### config.mk
export PLATFORM = sky130hd
export DESIGN_NAME = gregorian_date_add_days_unit
export DESIGN_NICKNAME = d
export VERILOG_FILES = /design/src/rtl/gdad_pkg.sv /design/src/rtl/gdad_mod400.sv /design/src/rtl/gdad_month_step.sv /design/src/rtl/gregorian_date_add_days_unit.sv
export SDC_FILE = /design/constraint.sdc
export NUM_CORES = 1
export LEC_CHECK = 0
export BUFFER_PORTS_ARGS = -buffer_cell sky130_fd_sc_hd__buf_2
export CORE_UTILIZATION = 53
export DETAILED_ROUTE_END_ITERATION = 16
export PLACE_DENSITY = 0.83
export SLEW_MARGIN = 5
export SYNTH_ARGS = -nofsm -noshare
export SYNTH_HDL_FRONTEND = slang
export SYNTH_SLANG_ARGS = --single-unit
### constraint.sdc
create_clock -name clock -period 5 [get_ports clock]
set_input_delay 0.5 -clock clock [delete_from_list [all_inputs] [get_ports clock]]
set_output_delay 0.5 -clock clock [all_outputs]
set_load 0.03 [all_outputs]
### src/rtl/gdad_pkg.sv
// Shared types, widths and calendar helpers for the Gregorian date adder.
// No dependencies; used by every module of the block.
package gdad_pkg;

   localparam int DAY_W   = 5;
   localparam int MONTH_W = 4;
   localparam int YEAR_IN_W = 14;
   // Internal year: start year plus the years a maximal day count can span.
   localparam int YEAR_W  = 15;
   localparam int LEFT_W  = 15;
   localparam int YMOD_W  = 9;

   localparam logic [MONTH_W-1:0] MONTH_JAN = 4'd1;
   localparam logic [MONTH_W-1:0] MONTH_FEB = 4'd2;
   localparam logic [MONTH_W-1:0] MONTH_DEC = 4'd12;

   localparam logic [YMOD_W-1:0] YMOD_LAST = 9'd399;
   localparam logic [YMOD_W-1:0] YMOD_C1   = 9'd100;
   localparam logic [YMOD_W-1:0] YMOD_C2   = 9'd200;
   localparam logic [YMOD_W-1:0] YMOD_C3   = 9'd300;

   // Working date while a word is being walked.
   typedef struct packed {
      logic [DAY_W-1:0]   day;
      logic [MONTH_W-1:0] month;
      logic [YEAR_W-1:0]  year;
      logic [YMOD_W-1:0]  ymod;   // year mod 400
      logic [LEFT_W-1:0]  left;   // days still to add
   } date_type;

   // Leap year from the low year bits and year mod 400.
   function automatic logic is_leap(input logic [1:0] year_lo,
                                    input logic [YMOD_W-1:0] ymod);
      return (year_lo == 2'd0) &&
             (ymod != YMOD_C1) && (ymod != YMOD_C2) && (ymod != YMOD_C3);
   endfunction

   // Month length; zero for a month code outside 1..12.
   function automatic logic [DAY_W-1:0] days_in(input logic [MONTH_W-1:0] month,
                                                input logic leap);
      logic [DAY_W-1:0] len;
      case (month)
         4'd1, 4'd3, 4'd5, 4'd7, 4'd8, 4'd10, 4'd12: len = 5'd31;
         4'd4, 4'd6, 4'd9, 4'd11:                   len = 5'd30;
         MONTH_FEB:                                 len = leap ? 5'd29 : 5'd28;
         default:                                   len = 5'd0;
      endcase
      return len;
   endfunction

endpackage

### src/rtl/gdad_mod400.sv
// Iterative year mod 400 unit: one restoring subtract step per cycle.
// Depends on gdad_pkg.
module gdad_mod400
   import gdad_pkg::*;
(
   input  logic                 clock,
   input  logic                 reset,
   input  logic                 start,
   input  logic [YEAR_IN_W-1:0] year,
   output logic                 done,
   output logic [YMOD_W-1:0]    ymod
);

   // 400 << 5 exceeds half the 14-bit range, so six steps cover it.
   localparam int                STEPS = 6;
   localparam logic [2:0]        CNT_TOP = 3'(STEPS - 1);

   logic                 busy_ff, busy_in;
   logic                 done_ff, done_in;
   logic [2:0]           cnt_ff, cnt_in;
   logic [YEAR_IN_W-1:0] rem_ff, rem_in;
   logic [YEAR_W-1:0]    divisor;
   logic [YEAR_W-1:0]    rem_ext;

   assign divisor = YEAR_W'(400) << cnt_ff;
   assign rem_ext = YEAR_W'(rem_ff);

   always_comb begin
      busy_in = busy_ff;
      done_in = 1'b0;
      cnt_in  = cnt_ff;
      rem_in  = rem_ff;
      if (start) begin
         busy_in = 1'b1;
         cnt_in  = CNT_TOP;
         rem_in  = year;
      end else if (busy_ff) begin
         if (rem_ext >= divisor) begin
            rem_in = YEAR_IN_W'(rem_ext - divisor);
         end
         cnt_in = cnt_ff - 3'd1;
         if (cnt_ff == 3'd0) begin
            busy_in = 1'b0;
            done_in = 1'b1;
         end
      end
   end

   always_ff @(posedge clock) begin
      if (reset) begin
         busy_ff <= 1'b0;
         done_ff <= 1'b0;
         cnt_ff  <= 3'd0;
      end else begin
         busy_ff <= busy_in;
         done_ff <= done_in;
         cnt_ff  <= cnt_in;
      end
      rem_ff <= rem_in;
   end

   assign done = done_ff;
   assign ymod = YMOD_W'(rem_ff);

endmodule

### src/rtl/gdad_month_step.sv
// Month-at-a-time advance: one compare and subtract against the room left
// in the current month. Combinational; depends on gdad_pkg.
module gdad_month_step
   import gdad_pkg::*;
(
   input  date_type cur,
   output date_type nxt,
   output logic     finish
);

   logic [DAY_W-1:0]  len;
   logic [DAY_W-1:0]  room;
   logic [LEFT_W-1:0] room_ext;

   assign len      = days_in(cur.month, is_leap(cur.year[1:0], cur.ymod));
   assign room     = len - cur.day;
   assign room_ext = LEFT_W'(room);
   assign finish   = (cur.left <= room_ext);

   always_comb begin
      nxt = cur;
      if (finish) begin
         nxt.day  = cur.day + DAY_W'(cur.left);
         nxt.left = '0;
      end else begin
         nxt.day  = 5'd1;
         nxt.left = cur.left - room_ext - LEFT_W'(1);
         if (cur.month == MONTH_DEC) begin
            nxt.month = MONTH_JAN;
            nxt.year  = cur.year + YEAR_W'(1);
            nxt.ymod  = (cur.ymod == YMOD_LAST) ? '0 : cur.ymod + YMOD_W'(1);
         end else begin
            nxt.month = cur.month + MONTH_W'(1);
         end
      end
   end

endmodule

### src/rtl/gregorian_date_add_days_unit.sv
// Gregorian date adder. A request word carries a start date and a day count;
// the block answers with one response word holding the date that many days
// later, or the start date unchanged with bad_date set when the month is not
// 1..12 or the day lies outside that month. One word is worked on at a time:
// after acceptance a mod-400 reduction of the year runs (six subtract steps
// and a done strobe), then a validity check, then the walk moves one whole
// month per cycle through a single compare/subtract unit (a bad date skips
// the walk), then the output register is loaded once it is free. req_tready
// is high only while the sequencer is idle, which it may be while a finished
// response still waits in the output register.
module gregorian_date_add_days_unit
   import gdad_pkg::*;
(
   input  logic        clock,
   input  logic        reset,
   input  logic        req_tvalid,
   output logic        req_tready,
   // [4:0] start_day, [8:5] start_month, [22:9] start_year,
   // [37:23] days_to_add, [39:38] zero
   input  logic [39:0] req_tdata,
   output logic        rsp_tvalid,
   input  logic        rsp_tready,
   // [4:0] end_day, [8:5] end_month, [22:9] end_year, [23] zero
   output logic [23:0] rsp_tdata,
   // [0] bad_date
   output logic [0:0]  rsp_tuser
);

   typedef enum logic [4:0] {
      ST_IDLE  = 5'b00001,
      ST_MOD   = 5'b00010,
      ST_CHECK = 5'b00100,
      ST_WALK  = 5'b01000,
      ST_DONE  = 5'b10000
   } state_type;

   state_type        state_ff, state_in;
   date_type         cur_ff, cur_in;
   logic             bad_ff, bad_in;
   logic             rsp_valid_ff, rsp_valid_in;
   logic [23:0]      rsp_data_ff, rsp_data_in;
   logic             rsp_bad_ff, rsp_bad_in;

   logic             req_fire;
   logic             mod_done;
   logic [YMOD_W-1:0] mod_rem;
   date_type         step_nxt;
   logic             step_finish;
   logic [DAY_W-1:0] start_len;
   logic             start_bad;
   logic             out_free;

   assign req_tready = (state_ff == ST_IDLE);
   assign req_fire   = req_tvalid && req_tready;
   assign out_free   = !rsp_valid_ff || rsp_tready;

   // Year mod 400 drives the century part of the leap rule.
   gdad_mod400 u_mod400 (
      .clock (clock),
      .reset (reset),
      .start (req_fire),
      .year  (req_tdata[22:9]),
      .done  (mod_done),
      .ymod  (mod_rem)
   );

   gdad_month_step u_step (
      .cur    (cur_ff),
      .nxt    (step_nxt),
      .finish (step_finish)
   );

   // Start date check uses the month length for the start year.
   assign start_len = days_in(cur_ff.month, is_leap(cur_ff.year[1:0], cur_ff.ymod));
   assign start_bad = (start_len == '0) || (cur_ff.day == '0) || (cur_ff.day > start_len);

   always_comb begin
      state_in     = state_ff;
      cur_in       = cur_ff;
      bad_in       = bad_ff;
      rsp_valid_in = rsp_valid_ff && !rsp_tready;
      rsp_data_in  = rsp_data_ff;
      rsp_bad_in   = rsp_bad_ff;
      unique case (state_ff)
         ST_IDLE: begin
            if (req_fire) begin
               cur_in.day   = req_tdata[4:0];
               cur_in.month = req_tdata[8:5];
               cur_in.year  = YEAR_W'(req_tdata[22:9]);
               cur_in.ymod  = '0;
               cur_in.left  = req_tdata[37:23];
               state_in     = ST_MOD;
            end
         end
         ST_MOD: begin
            if (mod_done) begin
               cur_in.ymod = mod_rem;
               state_in    = ST_CHECK;
            end
         end
         ST_CHECK: begin
            bad_in   = start_bad;
            state_in = start_bad ? ST_DONE : ST_WALK;
         end
         ST_WALK: begin
            cur_in = step_nxt;
            if (step_finish) begin
               state_in = ST_DONE;
            end
         end
         ST_DONE: begin
            if (out_free) begin
               rsp_valid_in = 1'b1;
               rsp_data_in  = {1'b0, cur_ff.year[YEAR_IN_W-1:0], cur_ff.month, cur_ff.day};
               rsp_bad_in   = bad_ff;
               state_in     = ST_IDLE;
            end
         end
         default: state_in = ST_IDLE;
      endcase
   end

   always_ff @(posedge clock) begin
      if (reset) begin
         state_ff     <= ST_IDLE;
         rsp_valid_ff <= 1'b0;
      end else begin
         state_ff     <= state_in;
         rsp_valid_ff <= rsp_valid_in;
      end
      cur_ff      <= cur_in;
      bad_ff      <= bad_in;
      rsp_data_ff <= rsp_data_in;
      rsp_bad_ff  <= rsp_bad_in;
   end

   assign rsp_tvalid   = rsp_valid_ff;
   assign rsp_tdata    = rsp_data_ff;
   assign rsp_tuser[0] = rsp_bad_ff;

   // An accepted word always starts the year reduction.
   a_fire_to_mod: assert property (@(posedge clock) disable iff (reset)
      req_fire |=> (state_ff == ST_MOD))
      else $error("accepted word did not enter year reduction");

   // The walk only ever sees a day inside its month.
   a_walk_day: assert property (@(posedge clock) disable iff (reset)
      (state_ff == ST_WALK) |->
         (cur_ff.day != '0) && (cur_ff.day <= start_len))
      else $error("walk day outside month");

   // A good response carries a real month.
   a_rsp_month: assert property (@(posedge clock) disable iff (reset)
      (rsp_valid_ff && !rsp_bad_ff) |->
         (rsp_data_ff[8:5] >= MONTH_JAN) && (rsp_data_ff[8:5] <= MONTH_DEC))
      else $error("response month out of range");

   // The reduction finishes only while the sequencer waits for it.
   a_mod_done: assert property (@(posedge clock) disable iff (reset)
      mod_done |-> (state_ff == ST_MOD))
      else $error("year reduction finished outside its state");

endmodule

# Yosys cells after proc, flatten, opt, wreduce, memory -nomap -nowiden
# Index checks and enable logic that the tools add are counted.
[classes]
n_addsub = 9
n_lt_le_gt_ge = 3
eq_ne = 27
shift = 1
n_mux = 30
bitwise = 1
reduce_logical = 29
[ops]
columns = ["operator", "n"]
rows = [
  ["48-bit two-way mux", 1],
  ["24-bit case mux with 2 select lines", 1],
  ["14-bit two-way mux", 3],
  ["5-bit two-way mux", 6],
  ["15-bit case mux with 2 select lines", 1],
  ["28-bit two-way mux", 1],
  ["9-bit case mux with 3 select lines", 1],
  ["5-bit case mux with 5 select lines", 1],
  ["24-bit two-way mux", 1],
  ["4-bit equality test (second input constant)", 5],
  ["9-bit two-way mux", 2],
  ["4-bit by 3-bit equality test with 1-bit output (second input constant)", 4],
  ["15-bit by 1-bit adder with 15-bit output (second input constant)", 1],
  ["14-bit by 15-bit >= comparator with 1-bit output", 1],
  ["15-bit by 5-bit <= comparator with 1-bit output", 1],
  ["15-bit two-way mux", 1],
  ["5-bit case mux with 3 select lines", 1],
  ["9-bit by 3-bit left shift with 15-bit output (first input constant)", 1],
  ["15-bit by 1-bit subtractor with 15-bit output (second input constant)", 1],
  ["15-bit by 5-bit subtractor with 15-bit output", 1],
  ["14-bit subtractor", 1],
  ["5-bit zero test", 2],
  ["9-bit by 1-bit adder with 9-bit output (second input constant)", 1],
  ["9-bit equality test (second input constant)", 1],
  ["other kinds (36)", 60],
]
[totals]
ff_bits = 98
input_bits = 44
out_inout_bits = 27

# Logic depth before layout (Yosys ltp)
[logic_depth]
depth_word = 11
ltp_mapped = 20
mapped_depth_nobuf = 19

# Modules after synthesis
# Synthesis repeated with hierarchy kept, for this count alone.
[hier_totals]
hier_cells = 676
area_unflattened_um2 = 6546.3
[modules_own_cells]
columns = ["module", "instances", "cells_each", "area_per_inst_um2", "seq_area_each_um2"]
rows = [
  ["gregorian_date_add_days_unit", 1, 285, 3387.0, 2312.2],
  ["gdad_month_step", 1, 255, 1806.7, 0.0],
  ["gdad_mod400", 1, 136, 1352.5, 520.5],
]

# Worst setup path after synthesis
# OpenSTA, ideal clock, no wires.
[synth_timing]
path_type = "flip-flop to flip-flop"
startpoint = "register cur_ff[18] (netlist bit)"
endpoint = "register cur_ff[24] (netlist bit) (enable)"
t_arrival_ns = 4.456
path_slack_ns = 0.137
stages_incl_launch_ff = 18
n_path_buf = 0
cell_sequence = "edfxtp_1 > nor4bb_1 > o21ai_0 > o21ai_0 > a31oi_1 > o41ai_1 > ha_1 > inv_1 > fa_1 > a21o_1 > a21oi_1 > xor2_1 > ha_1 > o211ai_1 > a21oi_1 > a2bb2oi_1 > o21bai_1 > a21boi_0"
[synth_via]
elab_chain_cells = 10
elab_cells_between_ends = 12
[synth_rtl]
columns = ["element", "line_no", "text"]
rows = [
  ["start: declaration", "gregorian_date_add_days_unit.sv:38", "date_type cur_ff, cur_in;"],
  ["start signal: assignment", "gregorian_date_add_days_unit.sv:131", "cur_ff <= cur_in;"],
  ["9-bit by 7-bit != test with 1-bit output", "gdad_pkg.sv:35", "(ymod != YMOD_C1) && (ymod != YMOD_C2) && (ymod != YMOD_C3);"],
  ["1-bit logical AND", "gdad_pkg.sv:34", "return (year_lo == 2'd0) &&"],
  ["1-bit logical AND", "gdad_pkg.sv:35", ""],
  ["1-bit logical AND (*)", "gdad_pkg.sv:35", ""],
  ["1-bit two-way mux (*)", "gdad_pkg.sv:45", "MONTH_FEB: len = leap ? 5'd29 : 5'd28;"],
  ["5-bit case mux with 3 select lines (*)", "gdad_pkg.sv:42", "case (month)"],
  ["5-bit subtractor (*)", "gdad_month_step.sv:16", "assign room = len - cur.day;"],
  ["15-bit by 5-bit <= comparator with 1-bit output (*)", "gdad_month_step.sv:18", "assign finish = (cur.left <= room_ext);"],
  ["2-bit != test (no source line) (*)", "-", ""],
  ["4-bit AND reduction (no source line) (*)", "-", ""],
]
# Mark *: on every way between the ends. The rest lies on a longest branch, timed or not.
# A chain may end at the register's enable or synchronous reset.

# Worst setup path after layout
[layout_timing]
startpoint = "register cur_ff[20] (netlist bit)"
endpoint = "register cur_ff[23] (netlist bit) (enable)"
[layout_via]
elab_chain_cells = 10
elab_cells_between_ends = 12
[layout_rtl]
columns = ["element", "line_no"]
rows = [
  ["9-bit by 7-bit != test with 1-bit output", "gdad_pkg.sv:35"],
  ["1-bit logical AND", "gdad_pkg.sv:34"],
  ["1-bit logical AND", "gdad_pkg.sv:35"],
  ["1-bit logical AND (*)", "gdad_pkg.sv:35"],
  ["1-bit two-way mux (*)", "gdad_pkg.sv:45"],
  ["5-bit case mux with 3 select lines (*)", "gdad_pkg.sv:42"],
  ["5-bit subtractor (*)", "gdad_month_step.sv:16"],
  ["15-bit by 5-bit <= comparator with 1-bit output (*)", "gdad_month_step.sv:18"],
  ["2-bit != test (no source line) (*)", "-"],
  ["5-bit AND reduction (no source line) (*)", "-"],
]
# Marked as above.

==> out/qor.txt <==
Sequential area share after synthesis: 50.0%
HPWL after DPL: 8790 um
Reg-to-reg endpoint: cur_ff[23]
Worst path cell trace: nor4bb_1, o21ai_0, o21ai_0, a31oi_1, o41ai_1, ha_1, inv_1, fa_1, a21o_1, a21oi_1, xor2_1, ha_1, o211ai_1, a21oi_1, a2bb2oi_2, o21bai_1, a211oi_1, buf_4
CP Data Required Time: 5.10 ns
Cts hold-fix bufs: 0
Synth area leader: edfxtp_1
Critical Path AT: 4.59 ns
Final ANT Viol Nets: 0
#FFs+latches synth: 97
YS warnings: 0
Clock-pin slew on the worst setup and hold paths: 0.10 ns
Hold Vio Cnt, Final: 0
Congestion Overflow GR: 0
Layout cells sized above 1: 16.7%
Die Ht: 105 um
Startpoint types: flip-flop
Post-Synth Adder-Cell Area: 9.56%
Mux cell area share after synthesis: 0.737%
Total Nets Final: 692
WHS: 0.388 ns
Slew @ Worst Pin: 1.10 ns
Filler cells: 841
Worst Hold Class: in2reg
Crit-path max FO: 9
Post-synthesis area per instance: 10.4 um^2
Post-synth EDFFs: 86
Largest net degree at the start of global routing: 52
PD cells: 473 nW/um^2
Setup TNS: 0 ns
I/O pin count: 71
Synth top cells by count: edfxtp_1, nand2_1, o21ai_0
Core area: 10,300 um^2
Clock Sinks: 97
Synthesized area: 5600 um^2
Run status: finished, violations left
Synth-to-layout area growth: 12.1%
CTS tree: built
Setup Viol. Count Final: 0
Simple-Gate Fraction of Synth Area: 16.3%
Crit path launch: cur_ff[20]
Critical-path top delay cell: edfxtp_1
Drt wl/cell: 15.6 um
Final slew viol count: 0
Synth Area in XOR/XNOR: 6.72%
Largest family of logic cells by synthesized area: simple AND/OR/NAND/NOR gates
Synth top area share: 46.1%
Top cells by area, synth: edfxtp_1, ha_1, nand2_1
Worst-Skew Late Latency: 0.39 ns
Die width: 105 um
Most common cell in the netlist: edfxtp_1
Clock Path Buffers: 2
Die ar.: 11,000 um^2
Final WS setup: 0.504 ns
Main synth FF type: edfxtp_1
DRC viols: 2
Initial DRC Count: 323
# Max-Cap Violations: 0
Buffers added on ports: 67
Initial Util: 54.5%
Fmax: 222 MHz
R2R Setup Slk: 0.50 ns
H-tree lvl count: 3
Synth Instances: 539
RSZ-0062 raised after global routing: false
Hold Path Cell Cnt: 3
Tcrit/Tclk final: 89.9%
GPL Wtd Cong: 0.858
Placement row count: 37
Post-CTS Setup Repair Bufs: 0
Dpl cells: 732
Hold Crit Start: req_tdata[35]
Slowest stage delay, CP: 0.50 ns
Vias in the first global route: 4,188
Post-synthesis compound-gate area fraction: 13.5%
Tmin final: 4.50 ns
Max VDD drop: 0.000260 V
Drt first pass iters: 12
Via count: 4,251
Inserted Diodes: 0
Post-Route Skew: 0.0155 ns
Failing checks: DRC
Vias/cell: 5.68
Post-place setup slack: 0.330 ns
GRT Resource Usage Total: 22.4%
Hold endpoint: cur_ff[12]
Initial antenna violation count: 0
Inserted Clock Buffers: 9
Max_slew headroom: 26.3%
Worst setup EP type: flip-flop
Design Power: 2970 uW
Setup Crit Path Kind: reg2reg
Worst r2r src: cur_ff[20]
Synthesized Nets: 624
Ys async rst share: 0%
Lkg Pwr: 0.00249 uW
R2r worst-path depth: 18
First-pass GRT wire length: 19,500 um
Library cells used by synthesis: 58
Clk root buf: clkbuf_8
Fin cells: 748
WL final: 11,700 um
[kinds of logic after synthesis]
group / Yosys count
adder cells (fa/ha/maj): 41
AO/OA/AOI/OAI: 123
other: 1
multiplexers: 4
XOR/XNOR: 43
buffers and inverters: 45
flip-flops: 97
AND/OR/NAND/NOR: 185
[layout by cell type, fill, tap and decap left out, types with 4 or more instances in the layout]
master    synthesis  routed
a31oi_1           4       4
o21ai_0          52      52
buf_4             2       4
nand4_1           4       4
xnor2_1          26      26
a21o_1            5       5
nor4_1            4       4
or3_1             4       4
dfxtp_1          11      11
nand2_1          80      80
clkbuf_8          0       9
a21oi_1          26      26
inv_1            31      31
a22o_1            4       4
nand2b_1          7       7
nor3_1           15      15
a211oi_1          9       9
nor2_1           29      29
xor2_1           17      17
edfxtp_1         86      86
ha_1             38      38
nand3b_1          4       4
nand3_1          12      12
buf_2             0      67
[how the worst max path moves through the flow]
| stage | to | slack [ns] | depth (start not counted) |
|---|---|---|---|
| CTS | cur_ff[21] | 0.29 | 18 |
| global route | cur_ff[41] | 0.16 | 19 |
| finish | cur_ff[23] | 0.50 | 18 |
| global placement | cur_ff[23] | 0.50 | 18 |
| detailed placement | cur_ff[21] | 0.33 | 18 |
| floorplan | cur_ff[24] | 0.14 | 17 |
[layout make-up]
| class | count | area, um^2 | share of cell area, % |
|---|---|---|---|
| clock buffers | 9 | 124 | 1.97 |
| well taps | 136 | 170 | 2.71 |
| multi-input cells | 397 | 2630 | 41.9 |
| repair buffers | 71 | 365 | 5.82 |
| flip-flops and latches | 97 | 2800 | 44.6 |
| inverters | 31 | 116 | 1.85 |
| clock inverters | 7 | 67.6 | 1.08 |
[routing by layer]
metal  track usage (%)  routed length [um]  part of all wire, %  vias to the layer above
li1                  -                   -                    -                     2096
met3              4.80                 749                  6.4                       22
met2              36.8                5670                   49                      152
met5                 0                   0                    0                        -
met1              29.3                4990                   43                     1981
met4              8.45                 276                  2.4                        0
[what timing repair did]
| item | 4_1_cts | 5_1_grt |
|---|---|---|
| gates resized for setup | 0 | 1 |
| endpoints found under the hold margin | 0 | 0 |
| endpoints found under the setup margin | 0 | 27 |
[critical path: cells and delay by family (launching register included)]
kind,cells,cell delay [ns]
DFF,1,0.50
and+or+nand+nor,1,0.32
AOI/OAI and AO/OA,11,2.02
adders and majority gates,3,1.00
buffers and inverters,2,0.28
xor gates and xnor gates,1,0.09
[stage by stage]
| step | utilization (%) | area [um^2] |
|---|---|---|
| after floorplan | - | 5600 |
| after global placement | 59.2 | 6080 |
| after detailed placement | 59.2 | 6080 |
| after CTS | 61.0 | 6270 |
| after global routing | 61.1 | 6280 |
| final | 61.1 | 6280 |
[registers in the layout (all words and copies together), names as in the netlist]
name              flops
cur_ff               47
rsp_tdata            23
u_mod400.rem_ff      14
state_ff              5
u_mod400.cnt_ff       3
bad_ff                1
rsp_tuser             1
rsp_tvalid            1
u_mod400.busy_ff      1
u_mod400.done         1
[power breakdown]
part	switching (uW)	internal [uW]
registers	130	1090
logic	722	516
clock network	312	197
total	1160	1810
(Power assumes the default switching activity.)
